File: config.mk
export PLATFORM = sky130hd
export DESIGN_NAME = stepper_ramp_profile_core
export DESIGN_NICKNAME = d
export VERILOG_FILES = /design/src/hdl/srp_pkg.sv /design/src/hdl/srp_period_unit.sv /design/src/hdl/stepper_ramp_profile_core.sv
export SDC_FILE = /design/constraint.sdc
export NUM_CORES = 1
export LEC_CHECK = 0
export ABC_AREA = 1
export BUFFER_PORTS_ARGS = -buffer_cell sky130_fd_sc_hd__buf_2
export CORE_UTILIZATION = 65
export DETAILED_ROUTE_END_ITERATION = 6
export PLACE_DENSITY_LB_ADDON = 0.12
export SLEW_MARGIN = 20
export SYNTH_ARGS = -nofsm -noshare
export SYNTH_HDL_FRONTEND = slang
export SYNTH_SLANG_ARGS = --single-unit
File: constraint.sdc
create_clock -name clock -period 12.2 [get_ports clock]
set_input_delay 1.22 -clock clock [delete_from_list [all_inputs] [get_ports clock]]
set_output_delay 1.22 -clock clock [all_outputs]
set_load 0.005 [all_outputs]
File: src/hdl/srp_pkg.sv
// Shared types and constants for the stepper ramp profile block.
`timescale 1ns / 1ps
`default_nettype none

package srp_pkg;

   // Request kinds carried in req_tuser.
   localparam logic [1:0] OP_TARGET = 2'd0;
   localparam logic [1:0] OP_PULSE  = 2'd1;
   localparam logic [1:0] OP_HOME   = 2'd2;

   // Configuration register indexes.
   localparam logic [2:0] CSR_ACCEL_RATE   = 3'd0;
   localparam logic [2:0] CSR_MAX_VELOCITY = 3'd1;
   localparam logic [2:0] CSR_MIN_VELOCITY = 3'd2;
   localparam logic [2:0] CSR_RAMP_PULSES  = 3'd3;
   localparam logic [2:0] CSR_SLOW_PERIOD  = 3'd4;
   localparam logic [2:0] CSR_START_PERIOD = 3'd5;

   // Reset values of the configuration registers and of the period.
   localparam logic [7:0]  ACCEL_RATE_RESET   = 8'd20;
   localparam logic [11:0] MAX_VELOCITY_RESET = 12'd500;
   localparam logic [11:0] MIN_VELOCITY_RESET = 12'd20;
   localparam logic [15:0] RAMP_PULSES_RESET  = 16'd1000;
   localparam logic [15:0] SLOW_PERIOD_RESET  = 16'd50;
   localparam logic [15:0] START_PERIOD_RESET = 16'd15000;

   // Period numerator is 10 * max_velocity in Q.8.
   localparam logic [11:0] PERIOD_SCALE = 12'd2560;

   // Iteration counts of the shared unit.
   localparam int ROOT_STEPS = 21;
   localparam int DIV_STEPS  = 24;

   typedef enum logic [1:0] {
      CTL_IDLE,
      CTL_CALC,
      CTL_EMIT
   } ctl_state_type;

   typedef enum logic [2:0] {
      UNIT_IDLE,
      UNIT_MUL,
      UNIT_ROOT,
      UNIT_CLAMP,
      UNIT_DIV,
      UNIT_DONE
   } unit_state_type;

   typedef struct packed {
      logic [7:0]  accel_rate;
      logic [11:0] max_velocity;
      logic [11:0] min_velocity;
   } unit_cfg_type;

   typedef struct packed {
      logic        start;
      logic        accel;
      logic [15:0] n;
   } unit_cmd_type;

   typedef struct packed {
      logic        done;
      logic [15:0] period;
   } unit_res_type;

endpackage

`default_nettype wire

File: src/hdl/srp_period_unit.sv
// Iterative square root and divide unit that turns a pulse count into a step period.
`timescale 1ns / 1ps
`default_nettype none

module srp_period_unit (
   input  wire                   clock,
   input  wire                   reset,
   input  srp_pkg::unit_cfg_type cfg,
   input  srp_pkg::unit_cmd_type cmd,
   output srp_pkg::unit_res_type res
);

   srp_pkg::unit_state_type state_ff, state_in;
   logic [41:0] x_ff, x_in;
   logic [24:0] rem_ff, rem_in;
   logic [23:0] q_ff, q_in;
   logic [20:0] div_ff, div_in;
   logic [4:0]  cnt_ff, cnt_in;
   logic [15:0] n_ff, n_in;
   logic        accel_ff, accel_in;

   logic        root_mode;
   logic [24:0] shifted;
   logic [24:0] trial;
   logic [25:0] diff;
   logic        ge;
   logic [23:0] product;
   logic [23:0] numer;
   logic [20:0] vel;
   logic [20:0] vel_lo;
   logic [20:0] vel_hi;

   // One subtractor serves both the root digits and the quotient bits.
   always_comb begin
      root_mode = (state_ff == srp_pkg::UNIT_ROOT);
      if (root_mode) begin
         shifted = {rem_ff[22:0], x_ff[41:40]};
         trial   = {q_ff[22:0], 2'b01};
      end else begin
         shifted = {rem_ff[23:0], x_ff[41]};
         trial   = {4'b0, div_ff};
      end
      diff = {1'b0, shifted} - {1'b0, trial};
      ge   = ~diff[25];
   end

   always_comb begin
      product = 24'(cfg.accel_rate) * 24'(n_ff);
      numer   = 24'(cfg.max_velocity) * 24'(srp_pkg::PERIOD_SCALE);
      vel_lo  = {1'b0, cfg.min_velocity, 8'b0};
      vel_hi  = {1'b0, cfg.max_velocity, 8'b0};
      vel     = q_ff[20:0];
      if (vel < vel_lo) begin
         vel = vel_lo;
      end
      if (accel_ff && (vel > vel_hi)) begin
         vel = vel_hi;
      end
      if (vel == 21'd0) begin
         vel = 21'd1;
      end
   end

   always_comb begin
      state_in   = state_ff;
      x_in       = x_ff;
      rem_in     = rem_ff;
      q_in       = q_ff;
      div_in     = div_ff;
      cnt_in     = cnt_ff;
      n_in       = n_ff;
      accel_in   = accel_ff;
      res.done   = 1'b0;
      res.period = (q_ff[23:16] != 8'd0) ? 16'hFFFF : q_ff[15:0];
      case (state_ff)
         srp_pkg::UNIT_IDLE: begin
            if (cmd.start) begin
               n_in     = cmd.n;
               accel_in = cmd.accel;
               state_in = srp_pkg::UNIT_MUL;
            end
         end
         srp_pkg::UNIT_MUL: begin
            x_in     = {1'b0, product, 17'b0};
            rem_in   = '0;
            q_in     = '0;
            cnt_in   = '0;
            state_in = srp_pkg::UNIT_ROOT;
         end
         srp_pkg::UNIT_ROOT: begin
            x_in   = {x_ff[39:0], 2'b00};
            rem_in = ge ? diff[24:0] : shifted;
            q_in   = {q_ff[22:0], ge};
            cnt_in = cnt_ff + 5'd1;
            if (cnt_ff == 5'(srp_pkg::ROOT_STEPS - 1)) begin
               state_in = srp_pkg::UNIT_CLAMP;
            end
         end
         srp_pkg::UNIT_CLAMP: begin
            div_in   = vel;
            x_in     = {numer, 18'b0};
            rem_in   = '0;
            q_in     = '0;
            cnt_in   = '0;
            state_in = srp_pkg::UNIT_DIV;
         end
         srp_pkg::UNIT_DIV: begin
            x_in   = {x_ff[40:0], 1'b0};
            rem_in = ge ? diff[24:0] : shifted;
            q_in   = {q_ff[22:0], ge};
            cnt_in = cnt_ff + 5'd1;
            if (cnt_ff == 5'(srp_pkg::DIV_STEPS - 1)) begin
               state_in = srp_pkg::UNIT_DONE;
            end
         end
         srp_pkg::UNIT_DONE: begin
            res.done = 1'b1;
            state_in = srp_pkg::UNIT_IDLE;
         end
         default: begin
            state_in = srp_pkg::UNIT_IDLE;
         end
      endcase
   end

   always_ff @(posedge clock) begin
      if (reset) begin
         state_ff <= srp_pkg::UNIT_IDLE;
      end else begin
         state_ff <= state_in;
      end
      x_ff     <= x_in;
      rem_ff   <= rem_in;
      q_ff     <= q_in;
      div_ff   <= div_in;
      cnt_ff   <= cnt_in;
      n_ff     <= n_in;
      accel_ff <= accel_in;
   end

endmodule

`default_nettype wire

File: src/hdl/stepper_ramp_profile_core.sv
// Top level of the stepper ramp profile: event handling, move state and result register.
`timescale 1ns / 1ps
`default_nettype none

// Every request except a pulse on a ramp of a long move goes from IDLE straight to EMIT,
// which loads the response register; the next request is taken once the block is in IDLE.
// A ramp pulse request first waits in CALC while a 21-step square root and a 24-step divide
// run one after the other through the single subtractor of the period unit, between its start,
// load, clamp and finish steps. A stalled response holds the block until it leaves.
// Synchronous reset loads the configuration defaults, zeroes all positions and counts,
// sets the period to the slow period default and empties the response register.

module stepper_ramp_profile_core #(
   parameter int POS_BITS = 20
) (
   input  wire         clock,
   input  wire         reset,
   // Request channel.
   input  wire         req_tvalid,
   output logic        req_tready,
   input  wire  [23:0] req_tdata,  // [19:0] target_position, [23:20] zero
   input  wire  [1:0]  req_tuser,  // [1:0] operation
   // Response channel.
   output logic        rsp_tvalid,
   input  wire         rsp_tready,
   output logic [39:0] rsp_tdata,  // [15:0] step_period, [16] reverse, [17] drive_on,
                                   // [37:18] position, [38] busy_res, [39] move_done
   // Configuration write channel.
   input  wire         csr_valid,
   output logic        csr_ready,
   input  wire  [2:0]  csr_index,
   input  wire  [15:0] csr_data
);

   // Width that holds any position, count or doubled ramp length without overflow.
   localparam int CW = ((POS_BITS > 17) ? POS_BITS : 17) + 1;

   // Configuration registers.
   logic [7:0]  accel_ff, accel_in;
   logic [11:0] vmax_ff, vmax_in;
   logic [11:0] vmin_ff, vmin_in;
   logic [15:0] ramp_ff, ramp_in;
   logic [15:0] slow_ff, slow_in;
   logic [15:0] startp_ff, startp_in;

   // Move state.
   srp_pkg::ctl_state_type state_ff, state_in;
   logic [POS_BITS-1:0] cur_pos_ff, cur_pos_in;
   logic [POS_BITS-1:0] start_pos_ff, start_pos_in;
   logic [POS_BITS-1:0] dist_ff, dist_in;
   logic [POS_BITS-1:0] pulse_ff, pulse_in;
   logic [POS_BITS-1:0] last_tgt_ff, last_tgt_in;
   logic dir_ff, dir_in;
   logic run_ff, run_in;
   logic long_ff, long_in;
   logic drive_ff, drive_in;
   logic done_ff, done_in;
   logic [15:0] period_ff, period_in;

   // Response register.
   logic        rsp_valid_ff, rsp_valid_in;
   logic [39:0] rsp_data_ff, rsp_data_in;

   // Request decode.
   logic [POS_BITS-1:0] tgt;
   logic [POS_BITS-1:0] dist_new;
   logic [POS_BITS-1:0] pc_inc;
   logic [POS_BITS-1:0] pos_step;
   logic [POS_BITS-1:0] n_wide;
   logic                tgt_below;
   logic                long_new;
   logic                accel_hit;
   logic                decel_hit;

   srp_pkg::unit_cfg_type unit_cfg;
   srp_pkg::unit_cmd_type unit_cmd;
   srp_pkg::unit_res_type unit_res;

   srp_period_unit u_period (
      .clock (clock),
      .reset (reset),
      .cfg   (unit_cfg),
      .cmd   (unit_cmd),
      .res   (unit_res)
   );

   assign unit_cfg.accel_rate   = accel_ff;
   assign unit_cfg.max_velocity = vmax_ff;
   assign unit_cfg.min_velocity = vmin_ff;

   // Configuration writes are taken whenever reset is low; unknown indexes fall through unused.
   always_comb begin
      csr_ready = ~reset;
      accel_in  = accel_ff;
      vmax_in   = vmax_ff;
      vmin_in   = vmin_ff;
      ramp_in   = ramp_ff;
      slow_in   = slow_ff;
      startp_in = startp_ff;
      if (csr_valid && csr_ready) begin
         case (csr_index)
            srp_pkg::CSR_ACCEL_RATE:   accel_in  = csr_data[7:0];
            srp_pkg::CSR_MAX_VELOCITY: vmax_in   = csr_data[11:0];
            srp_pkg::CSR_MIN_VELOCITY: vmin_in   = csr_data[11:0];
            srp_pkg::CSR_RAMP_PULSES:  ramp_in   = csr_data;
            srp_pkg::CSR_SLOW_PERIOD:  slow_in   = csr_data;
            srp_pkg::CSR_START_PERIOD: startp_in = csr_data;
            default: begin
            end
         endcase
      end
   end

   // Arithmetic needed to decide what a request does. The pulse count never
   // exceeds the move distance, and a long move is longer than two ramps, so
   // the deceleration test can be written as a sum instead of a difference.
   always_comb begin
      tgt       = POS_BITS'(req_tdata[19:0]);
      tgt_below = (tgt < cur_pos_ff);
      dist_new  = tgt_below ? (cur_pos_ff - tgt) : (tgt - cur_pos_ff);
      long_new  = (CW'(dist_new) > CW'({ramp_ff, 1'b0}));
      pc_inc    = pulse_ff + POS_BITS'(1);
      pos_step  = dir_ff ? (start_pos_ff - pc_inc) : (start_pos_ff + pc_inc);
      accel_hit = (CW'(pc_inc) < CW'(ramp_ff));
      decel_hit = ((CW'(pc_inc) + CW'(ramp_ff)) > CW'(dist_ff));
      n_wide    = accel_hit ? pc_inc : (dist_ff - pc_inc);
   end

   // Control sequencer: take a request, wait for the period unit if a ramp
   // step needs a new period, then hand the status to the response register.
   always_comb begin
      state_in       = state_ff;
      cur_pos_in     = cur_pos_ff;
      start_pos_in   = start_pos_ff;
      dist_in        = dist_ff;
      pulse_in       = pulse_ff;
      last_tgt_in    = last_tgt_ff;
      dir_in         = dir_ff;
      run_in         = run_ff;
      long_in        = long_ff;
      drive_in       = drive_ff;
      done_in        = done_ff;
      period_in      = period_ff;
      rsp_valid_in   = rsp_valid_ff;
      rsp_data_in    = rsp_data_ff;
      req_tready     = 1'b0;
      unit_cmd.start = 1'b0;
      unit_cmd.accel = accel_hit;
      unit_cmd.n     = 16'(n_wide);

      if (rsp_valid_ff && rsp_tready) begin
         rsp_valid_in = 1'b0;
      end

      case (state_ff)
         srp_pkg::CTL_IDLE: begin
            req_tready = ~reset;
            if (req_tvalid && req_tready) begin
               done_in  = 1'b0;
               state_in = srp_pkg::CTL_EMIT;
               case (req_tuser)
                  srp_pkg::OP_TARGET: begin
                     if (!run_ff && (tgt != last_tgt_ff)) begin
                        last_tgt_in  = tgt;
                        start_pos_in = cur_pos_ff;
                        dir_in       = tgt_below;
                        dist_in      = dist_new;
                        pulse_in     = '0;
                        drive_in     = 1'b1;
                        long_in      = long_new;
                        period_in    = long_new ? startp_ff : slow_ff;
                        if (dist_new == '0) begin
                           done_in = 1'b1;
                        end else begin
                           run_in = 1'b1;
                        end
                     end
                  end
                  srp_pkg::OP_PULSE: begin
                     if (run_ff) begin
                        pulse_in   = pc_inc;
                        cur_pos_in = pos_step;
                        if (pc_inc >= dist_ff) begin
                           run_in   = 1'b0;
                           drive_in = 1'b0;
                           done_in  = 1'b1;
                        end else if (long_ff && (accel_hit || decel_hit)) begin
                           unit_cmd.start = 1'b1;
                           state_in       = srp_pkg::CTL_CALC;
                        end
                     end
                  end
                  srp_pkg::OP_HOME: begin
                     done_in    = run_ff;
                     run_in     = 1'b0;
                     drive_in   = 1'b0;
                     pulse_in   = '0;
                     cur_pos_in = '0;
                  end
                  default: begin
                  end
               endcase
            end
         end
         srp_pkg::CTL_CALC: begin
            if (unit_res.done) begin
               period_in = unit_res.period;
               state_in  = srp_pkg::CTL_EMIT;
            end
         end
         srp_pkg::CTL_EMIT: begin
            if (!rsp_valid_ff || rsp_tready) begin
               rsp_valid_in = 1'b1;
               rsp_data_in  = {done_ff, run_ff, 20'(cur_pos_ff), drive_ff, dir_ff, period_ff};
               state_in     = srp_pkg::CTL_IDLE;
            end
         end
         default: begin
            state_in = srp_pkg::CTL_IDLE;
         end
      endcase
   end

   always_ff @(posedge clock) begin
      if (reset) begin
         accel_ff     <= srp_pkg::ACCEL_RATE_RESET;
         vmax_ff      <= srp_pkg::MAX_VELOCITY_RESET;
         vmin_ff      <= srp_pkg::MIN_VELOCITY_RESET;
         ramp_ff      <= srp_pkg::RAMP_PULSES_RESET;
         slow_ff      <= srp_pkg::SLOW_PERIOD_RESET;
         startp_ff    <= srp_pkg::START_PERIOD_RESET;
         state_ff     <= srp_pkg::CTL_IDLE;
         cur_pos_ff   <= '0;
         start_pos_ff <= '0;
         dist_ff      <= '0;
         pulse_ff     <= '0;
         last_tgt_ff  <= '0;
         dir_ff       <= 1'b0;
         run_ff       <= 1'b0;
         long_ff      <= 1'b0;
         drive_ff     <= 1'b0;
         done_ff      <= 1'b0;
         period_ff    <= srp_pkg::SLOW_PERIOD_RESET;
         rsp_valid_ff <= 1'b0;
      end else begin
         accel_ff     <= accel_in;
         vmax_ff      <= vmax_in;
         vmin_ff      <= vmin_in;
         ramp_ff      <= ramp_in;
         slow_ff      <= slow_in;
         startp_ff    <= startp_in;
         state_ff     <= state_in;
         cur_pos_ff   <= cur_pos_in;
         start_pos_ff <= start_pos_in;
         dist_ff      <= dist_in;
         pulse_ff     <= pulse_in;
         last_tgt_ff  <= last_tgt_in;
         dir_ff       <= dir_in;
         run_ff       <= run_in;
         long_ff      <= long_in;
         drive_ff     <= drive_in;
         done_ff      <= done_in;
         period_ff    <= period_in;
         rsp_valid_ff <= rsp_valid_in;
      end
      rsp_data_ff <= rsp_data_in;
   end

   assign rsp_tvalid = rsp_valid_ff;
   assign rsp_tdata  = rsp_data_ff;

endmodule

`default_nettype wire
==> results of run 1 <==
==> power by group through the flow <==
stage                     registers, W  logic [W]  clock network [W]
after floorplan                0.00139   0.000513                  0
after global placement         0.00141   0.000663                  0
after detailed placement       0.00141   0.000673                  0
after CTS                      0.00138   0.000678            0.00130
after global routing           0.00139   0.000771            0.00134
final                          0.00138   0.000687            0.00129
==> metal layers <==
metal	routed length [µm]	part of all wire, %	track usage (%)
met5	13	0.017	0
met4	3730	4.7	16.9
met2	36200	46	56.5
met3	5640	7.2	4.91
met1	33100	42	44.9
==> stage by stage <==
step | utilization (%) | total power [W] | hold slack, ps | instances
2_1_floorplan | - | 0.00190 | 403 | 3997
3_3_place_gp | 67.4 | 0.00207 | 413 | 4553
3_5_place_dp | 67.4 | 0.00208 | 414 | 4553
4_1_cts | 70.6 | 0.00336 | 440 | 4631
5_1_grt | 70.6 | 0.00350 | 452 | 4632
6_report | 70.6 | 0.00336 | 439 | 4632
==> cells in the mapped netlist (9+ instances only) <==
master	n
a21boi_0	10
a21oi_1	319
a22oi_1	20
a31oi_1	11
buf_2	14
clkbuf_1	101
dfxtp_1	207
edfxtp_1	156
fa_1	91
ha_1	284
inv_1	614
inv_2	13
nand2_1	1002
nand2_2	17
nand3_1	153
nand4_1	52
nor2_1	295
nor2_2	10
nor3_1	48
nor4_1	10
o211ai_1	25
o21ai_0	284
o21bai_1	10
o221ai_1	9
or2_2	15
xnor2_1	27
xor2_1	86
==> layout by cell type (no fill, tap or decap), types with 11 or more instances in the layout <==
master / instances
nand2_2: 17
a31oi_1: 11
o211ai_1: 25
edfxtp_1: 156
buf_4: 15
nor2_1: 295
clkbuf_16: 42
xnor2_1: 27
inv_1: 613
nand4_1: 52
a21oi_1: 319
a22oi_1: 20
inv_2: 13
nor3_1: 46
xor2_1: 86
nand2_1: 1001
or2_2: 15
fa_1: 91
nand3_1: 153
buf_2: 88
o21ai_0: 284
ha_1: 284
dfxtp_1: 207
==> kinds of logic (layout without fill, tap and decap cells) <==
kind of cell	Yosys count	count (layout)	share of synthesized area [%]
compound gates	738	738	13.9
xor+xnor	114	114	3.46
fa+ha+maj	375	375	18.5
buf+inv	770	812	10.2
flops	363	363	30.3
mux	6	6	0.206
other cells	0	1	0
simple gates	1631	1631	23.4
==> critical path: cells and delay by family, from the launching register on <==
family	cells	cell delay, ps
and+or+nand+nor	21	2240
DFF	1	680
buffers and inverters	2	620
adders and majority gates	3	1050
AOI/OAI and AO/OA	2	600
xor gates and xnor gates	2	720
==> layout make-up <==
type | instances | share of cell area [%]
multi-input cells | 2864 | 55.5
flip-flops and latches | 363 | 28.3
inverters | 631 | 7.60
clock buffers | 53 | 3.63
well taps | 592 | 2.37
repair buffers | 103 | 1.77
clock inverters | 25 | 0.866
diodes | 1 | 0.00802
==> sequential cells by signal, indices dropped and copies added (netlist names), 5 cells and up <==
register and flops:
start_pos_ff 20, u_period.q_ff 24, u_period.rem_ff 24, u_period.cnt_ff 5
period_ff 16, ramp_ff 16, u_period.div_ff 21, pulse_ff 20
slow_ff 16, vmin_ff 12, cur_pos_ff 20, u_period.n_ff 16
accel_ff 8, last_tgt_ff 20, rsp_tdata 40, dist_ff 20
vmax_ff 12, u_period.x_ff 25, startp_ff 16
==> how the worst min path moves through the flow <==
stage,to,depth (start not counted)
after floorplan,rsp_tdata[0],0
after global placement,rsp_tdata[3],0
final,rsp_tdata[5],0
after CTS,rsp_tdata[5],0
after global routing,rsp_tdata[5],0
after detailed placement,rsp_tdata[17],0
==> results.yml, run 1 <==
clocking:
  cts_tree: "done"
  post_cts_resized: 0
  clock-sinks: 363
  clock_tree.root_cell: "clkbuf_16"
  post_cts_buffers: 0
  clock_path_buffers: 3
  htree_levels: 2
  cts_made_buffers: 42
  cts.clk_slew.worst_paths_ps: 60
  insertion_delay_ps: 600
  ctsHoldBuffers: 0
routing:
  vias: 26066
  dr.pass1.iters: 5
  drt_iter0_drc: 2217
  wl_per_cell_um: 17.0
  drt-vias-per-instance: 5.63
  drc: 0
  routed_wl_mm: 78.7
  ant_nets: 0
setup_path:
  end_kind: "register"
  crit_end: "u_period.n_ff[0]"
  r2r-end: "u_period.n_ff[0]"
  slowest_delay_ps: 680
  critPathMaxFanout: 17
  critPathKind: "register to register"
  required_ps: 12470
  r2r-start: "pulse_ff[0]"
  r2r_slack_ps: 5930
  arrival_ps: 6540
  cp-startpoint: "pulse_ff[0]"
  startpoint_type: "register"
  slowest_stage: "dfxtp_1"
  reg2reg_depth: 30
  cpMostUsedCell: "nand2_1"
power:
  seqPwrFrac_pct: 41.1
  p_sw_share_pct: 31.7
  power_density_nw_per_um2: 108
  intPower_w: 0.00229
  clkPwrFrac_pct: 38.4
  p_switching_w: 0.00106
  leakage_nw: 15.7
  pwr-share-comb_pct: 20.4
  ir_worst_vdd_mv: 0.123
yosys:
  syn_inst: 3997
  synthesis.nets: 4422
  ys_ff_latch: 363
  synth-async-reset-ratio_pct: 0
  synth_edf_count: 156
  synth.top_cell.area_share_pct: 16.1
  ys.flop_type: "dfxtp_1"
  yosys_warnings: 0
  synth.avg_cell_area_um2: 7.28
  synth_top_cells_by_area: "edfxtp_1 (16%), dfxtp_1 (14%), nand2_1 (13%)"
  netlist_area_um2: 29100
  yosysSeqAreaShare_pct: 30.3
  yosys.area.top_type: "edfxtp_1"
  synth_cell_types: 62
sta:
  tns_ps: 0
  fin_crit_ps: 6270
  finalSetupViolCount: 0
  worstMarginPinSlew_ps: 1150
  max_freq_ghz: 0.159
  rsz0062_at_grt: "no"
  relSlewSlack_pct: 23.0
  post-route-period-util_pct: 51.4
  fin_worst_skew_ps: 34.7
  slew_viol_final: 0
  setup_slack_ps: 5930
  hold_violations: 0
finish:
  layout-drive-gt1-share_pct: 6.29
  seq_area_um2: 8830
  postLayoutCellArea_um2: 31200
  multi_input_comb_area_um2: 17300
  nFillCells: 3733
  fin_nets: 4430
  synthToLayoutAreaGrowth_pct: 7.25
hold_path:
  min_from: "period_ff[5]"
  hold_path.class: "register to register"
die:
  die-height_um: 214
  row_count: 77
  core_area_um2: 44200
  die_w_um: 214
  dieArea_um2: 45600
  io_pins: 93
  floorplan.initialDensity_pct: 65.8
global_route:
  antenna_found_initial: 3
  grt_pass1_vias: 23855
  grt_overflow: 0
  gr-usage-all-layers_pct: 34.5
  grt_start_max_net_pins: 88
  grt_pass1_wl_mm: 123
placement:
  io_buffers: 88
  pre_cts_slack_ps: 6140
  place_area_um2: 29800
  place.gp.congestion: 0.980
  post-dp-hpwl_mm: 59.6
run_status:
  run_status: "finished clean"
flow_run:
  cap_violations: 0
(Power assumes the default switching activity.)
==> run 2: changes to the inputs <==
--- a/config.mk
+++ b/config.mk
@@ -7,7 +7,7 @@
 export LEC_CHECK = 0
 export ABC_AREA = 1
 export BUFFER_PORTS_ARGS = -buffer_cell sky130_fd_sc_hd__buf_2
-export CORE_UTILIZATION = 65
+export CORE_UTILIZATION = 64
 export DETAILED_ROUTE_END_ITERATION = 6
 export PLACE_DENSITY_LB_ADDON = 0.12
 export SLEW_MARGIN = 20
==> constraint.sdc (replaced) <==
create_clock -name clock -period 6.1 [get_ports clock]
set_input_delay 0.61 -clock clock [delete_from_list [all_inputs] [get_ports clock]]
set_output_delay 0.61 -clock clock [all_outputs]
set_load 0.005 [all_outputs]
==> results.yml, run 2 (same netlist as run 1, synthesis figures left out) <==
run_status:
  run_status: "finished clean"
sta:
  max_freq_ghz: 0.184
  fin_crit_ps: 5450
  hold_ws_ps: 314
  worstMarginPinSlew_ps: 1100
  fin_worst_skew_ps: 17.2
  rsz0062_at_grt: "no"
  post-route-period-util_pct: 89.3
  tns_ps: 0
  hold_violations: 0
  finalSetupViolCount: 0
  slew_viol_final: 0
  relSlewSlack_pct: 26.5
clocking:
  insertion_delay_ps: 580
  cts.clk_slew.worst_paths_ps: 60
  post_cts_resized: 0
  htree_levels: 2
  ctsHoldBuffers: 0
  clock_path_buffers: 3
  cts_tree: "done"
  clock_tree.root_cell: "clkbuf_16"
  clock-sinks: 363
  post_cts_buffers: 0
  cts_made_buffers: 41
routing:
  vias: 26048
  dr.pass1.iters: 5
  drc: 0
  drt-vias-per-instance: 5.63
  wl_per_cell_um: 17.1
  routed_wl_mm: 79.1
  drt_iter0_drc: 2079
  ant_nets: 0
placement:
  io_buffers: 88
  place.gp.congestion: 0.985
  place_area_um2: 29800
  post-dp-hpwl_mm: 60.4
power:
  ir_worst_vdd_mv: 0.227
  power_density_nw_per_um2: 212
  clkPwrFrac_pct: 36.9
  leakage_nw: 15.6
  pwr-share-comb_pct: 21.2
  p_sw_share_pct: 31.6
  intPower_w: 0.00451
  seqPwrFrac_pct: 41.8
  p_switching_w: 0.00208
setup_path:
  slowest_delay_ps: 410
  cpMostUsedCell: "nand2_1"
  startpoint_type: "register"
  required_ps: 6360
  end_kind: "register"
  slowest_stage: "dfxtp_1"
  arrival_ps: 5710
  critPathMaxFanout: 17
  critPathKind: "register to register"
finish:
  layout-drive-gt1-share_pct: 6.22
  synthToLayoutAreaGrowth_pct: 6.96
  fin_nets: 4431
  largest_register_ffs: 40
  postLayoutCellArea_um2: 31100
  mostFrequentLayoutCells: "nand2_1 (1,001), inv_1 (613), a21oi_1 (319), nor2_1 (295)"
  mostFrequentLayoutCell: "nand2_1"
die:
  io_pins: 93
  dieArea_um2: 46300
  floorplan.initialDensity_pct: 65.4
  row_count: 77
  die_w_um: 215
  die-height_um: 215
  core_area_um2: 44500
global_route:
  gr-usage-all-layers_pct: 34.3
  grt_overflow: 0
  antenna_found_initial: 3
  gr-usage-met1_pct: 45.8
  met3_usage_pct: 3.84
  met2_usage_pct: 55.4
  top_usage_layer: "met2"
  grt_pass1_wl_mm: 127
  grt_start_max_net_pins: 103
  grt_pass1_vias: 24605
hold_path:
  hold_path.class: "primary input to register"
flow_run:
  cap_violations: 0
-- run 2: cell count changes in the layout (fill, tap and decap cells not counted) --
cell,delta
clkinv_2,+6
inv_6,-3
clkinv_4,-2
buf_4,+2
clkinv_16,-1
inv_2,-1
clkinv_1,-3
clkbuf_1,+4
clkinvlp_4,-1
clkinv_8,+1
clkbuf_8,-2
inv_4,-1
bufinv_16,-1
-- run 2: area by class of cell --
cell class                 instances  area, µm²
tap                              592        741
inverter                         631       2370
clock inverter                    19        183
timing repair buffer             105        568
multi-input combinational       2864      17300
sequential                       363       8830
antenna                            1       2.50
fill                            3867      13400
clock buffer                      55       1120
-- run 2: final timing paths --
path | startpoint | end | slack (ps) | cells after the start
setup / recovery | pulse_ff[1] | u_period.n_ff[5] | 650 | 30
setup reg to reg | pulse_ff[1] | u_period.n_ff[5] | 650 | 30
hold / removal | csr_data[12] | startp_ff[12] | 310 | 3
hold reg to reg | drive_ff | rsp_tdata[17] | 430 | 0
-- run 2: worst max-delay path, delay by kind of cell, from the launching register on --
kind	cells	cell delay, ps
AO/OA/AOI/OAI	2	520
XOR/XNOR	2	560
adder cells (fa/ha/maj)	3	950
buffers and inverters	2	520
flip-flops	1	410
AND/OR/NAND/NOR	21	2170
-- run 2: metal layers --
layer	share of wire, %	up-vias
met5	0.029	-
met4	5.1	4
met2	45	900
met1	43	11977
li1	-	12978
met3	6.6	189
-- run 2: per-stage QoR --
step | total power (W) | util, % | worst slack, ps | instances
2_1_floorplan | 0.00381 | - | 1020 | 3997
3_3_place_gp | 0.00416 | 67.0 | 855 | 4555
3_5_place_dp | 0.00418 | 67.0 | 730 | 4555
4_1_cts | 0.00660 | 69.9 | 695 | 4629
5_1_grt | 0.00690 | 69.9 | 59.6 | 4629
6_report | 0.00660 | 69.9 | 652 | 4630
-- run 2: power by group through the flow --
stage | registers (W) | logic [W] | clock network, W
2_1_floorplan | 0.00278 | 0.00103 | 0
3_3_place_gp | 0.00281 | 0.00135 | 0
3_5_place_dp | 0.00281 | 0.00137 | 0
4_1_cts | 0.00276 | 0.00138 | 0.00246
5_1_grt | 0.00277 | 0.00157 | 0.00255
6_report | 0.00276 | 0.00140 | 0.00244
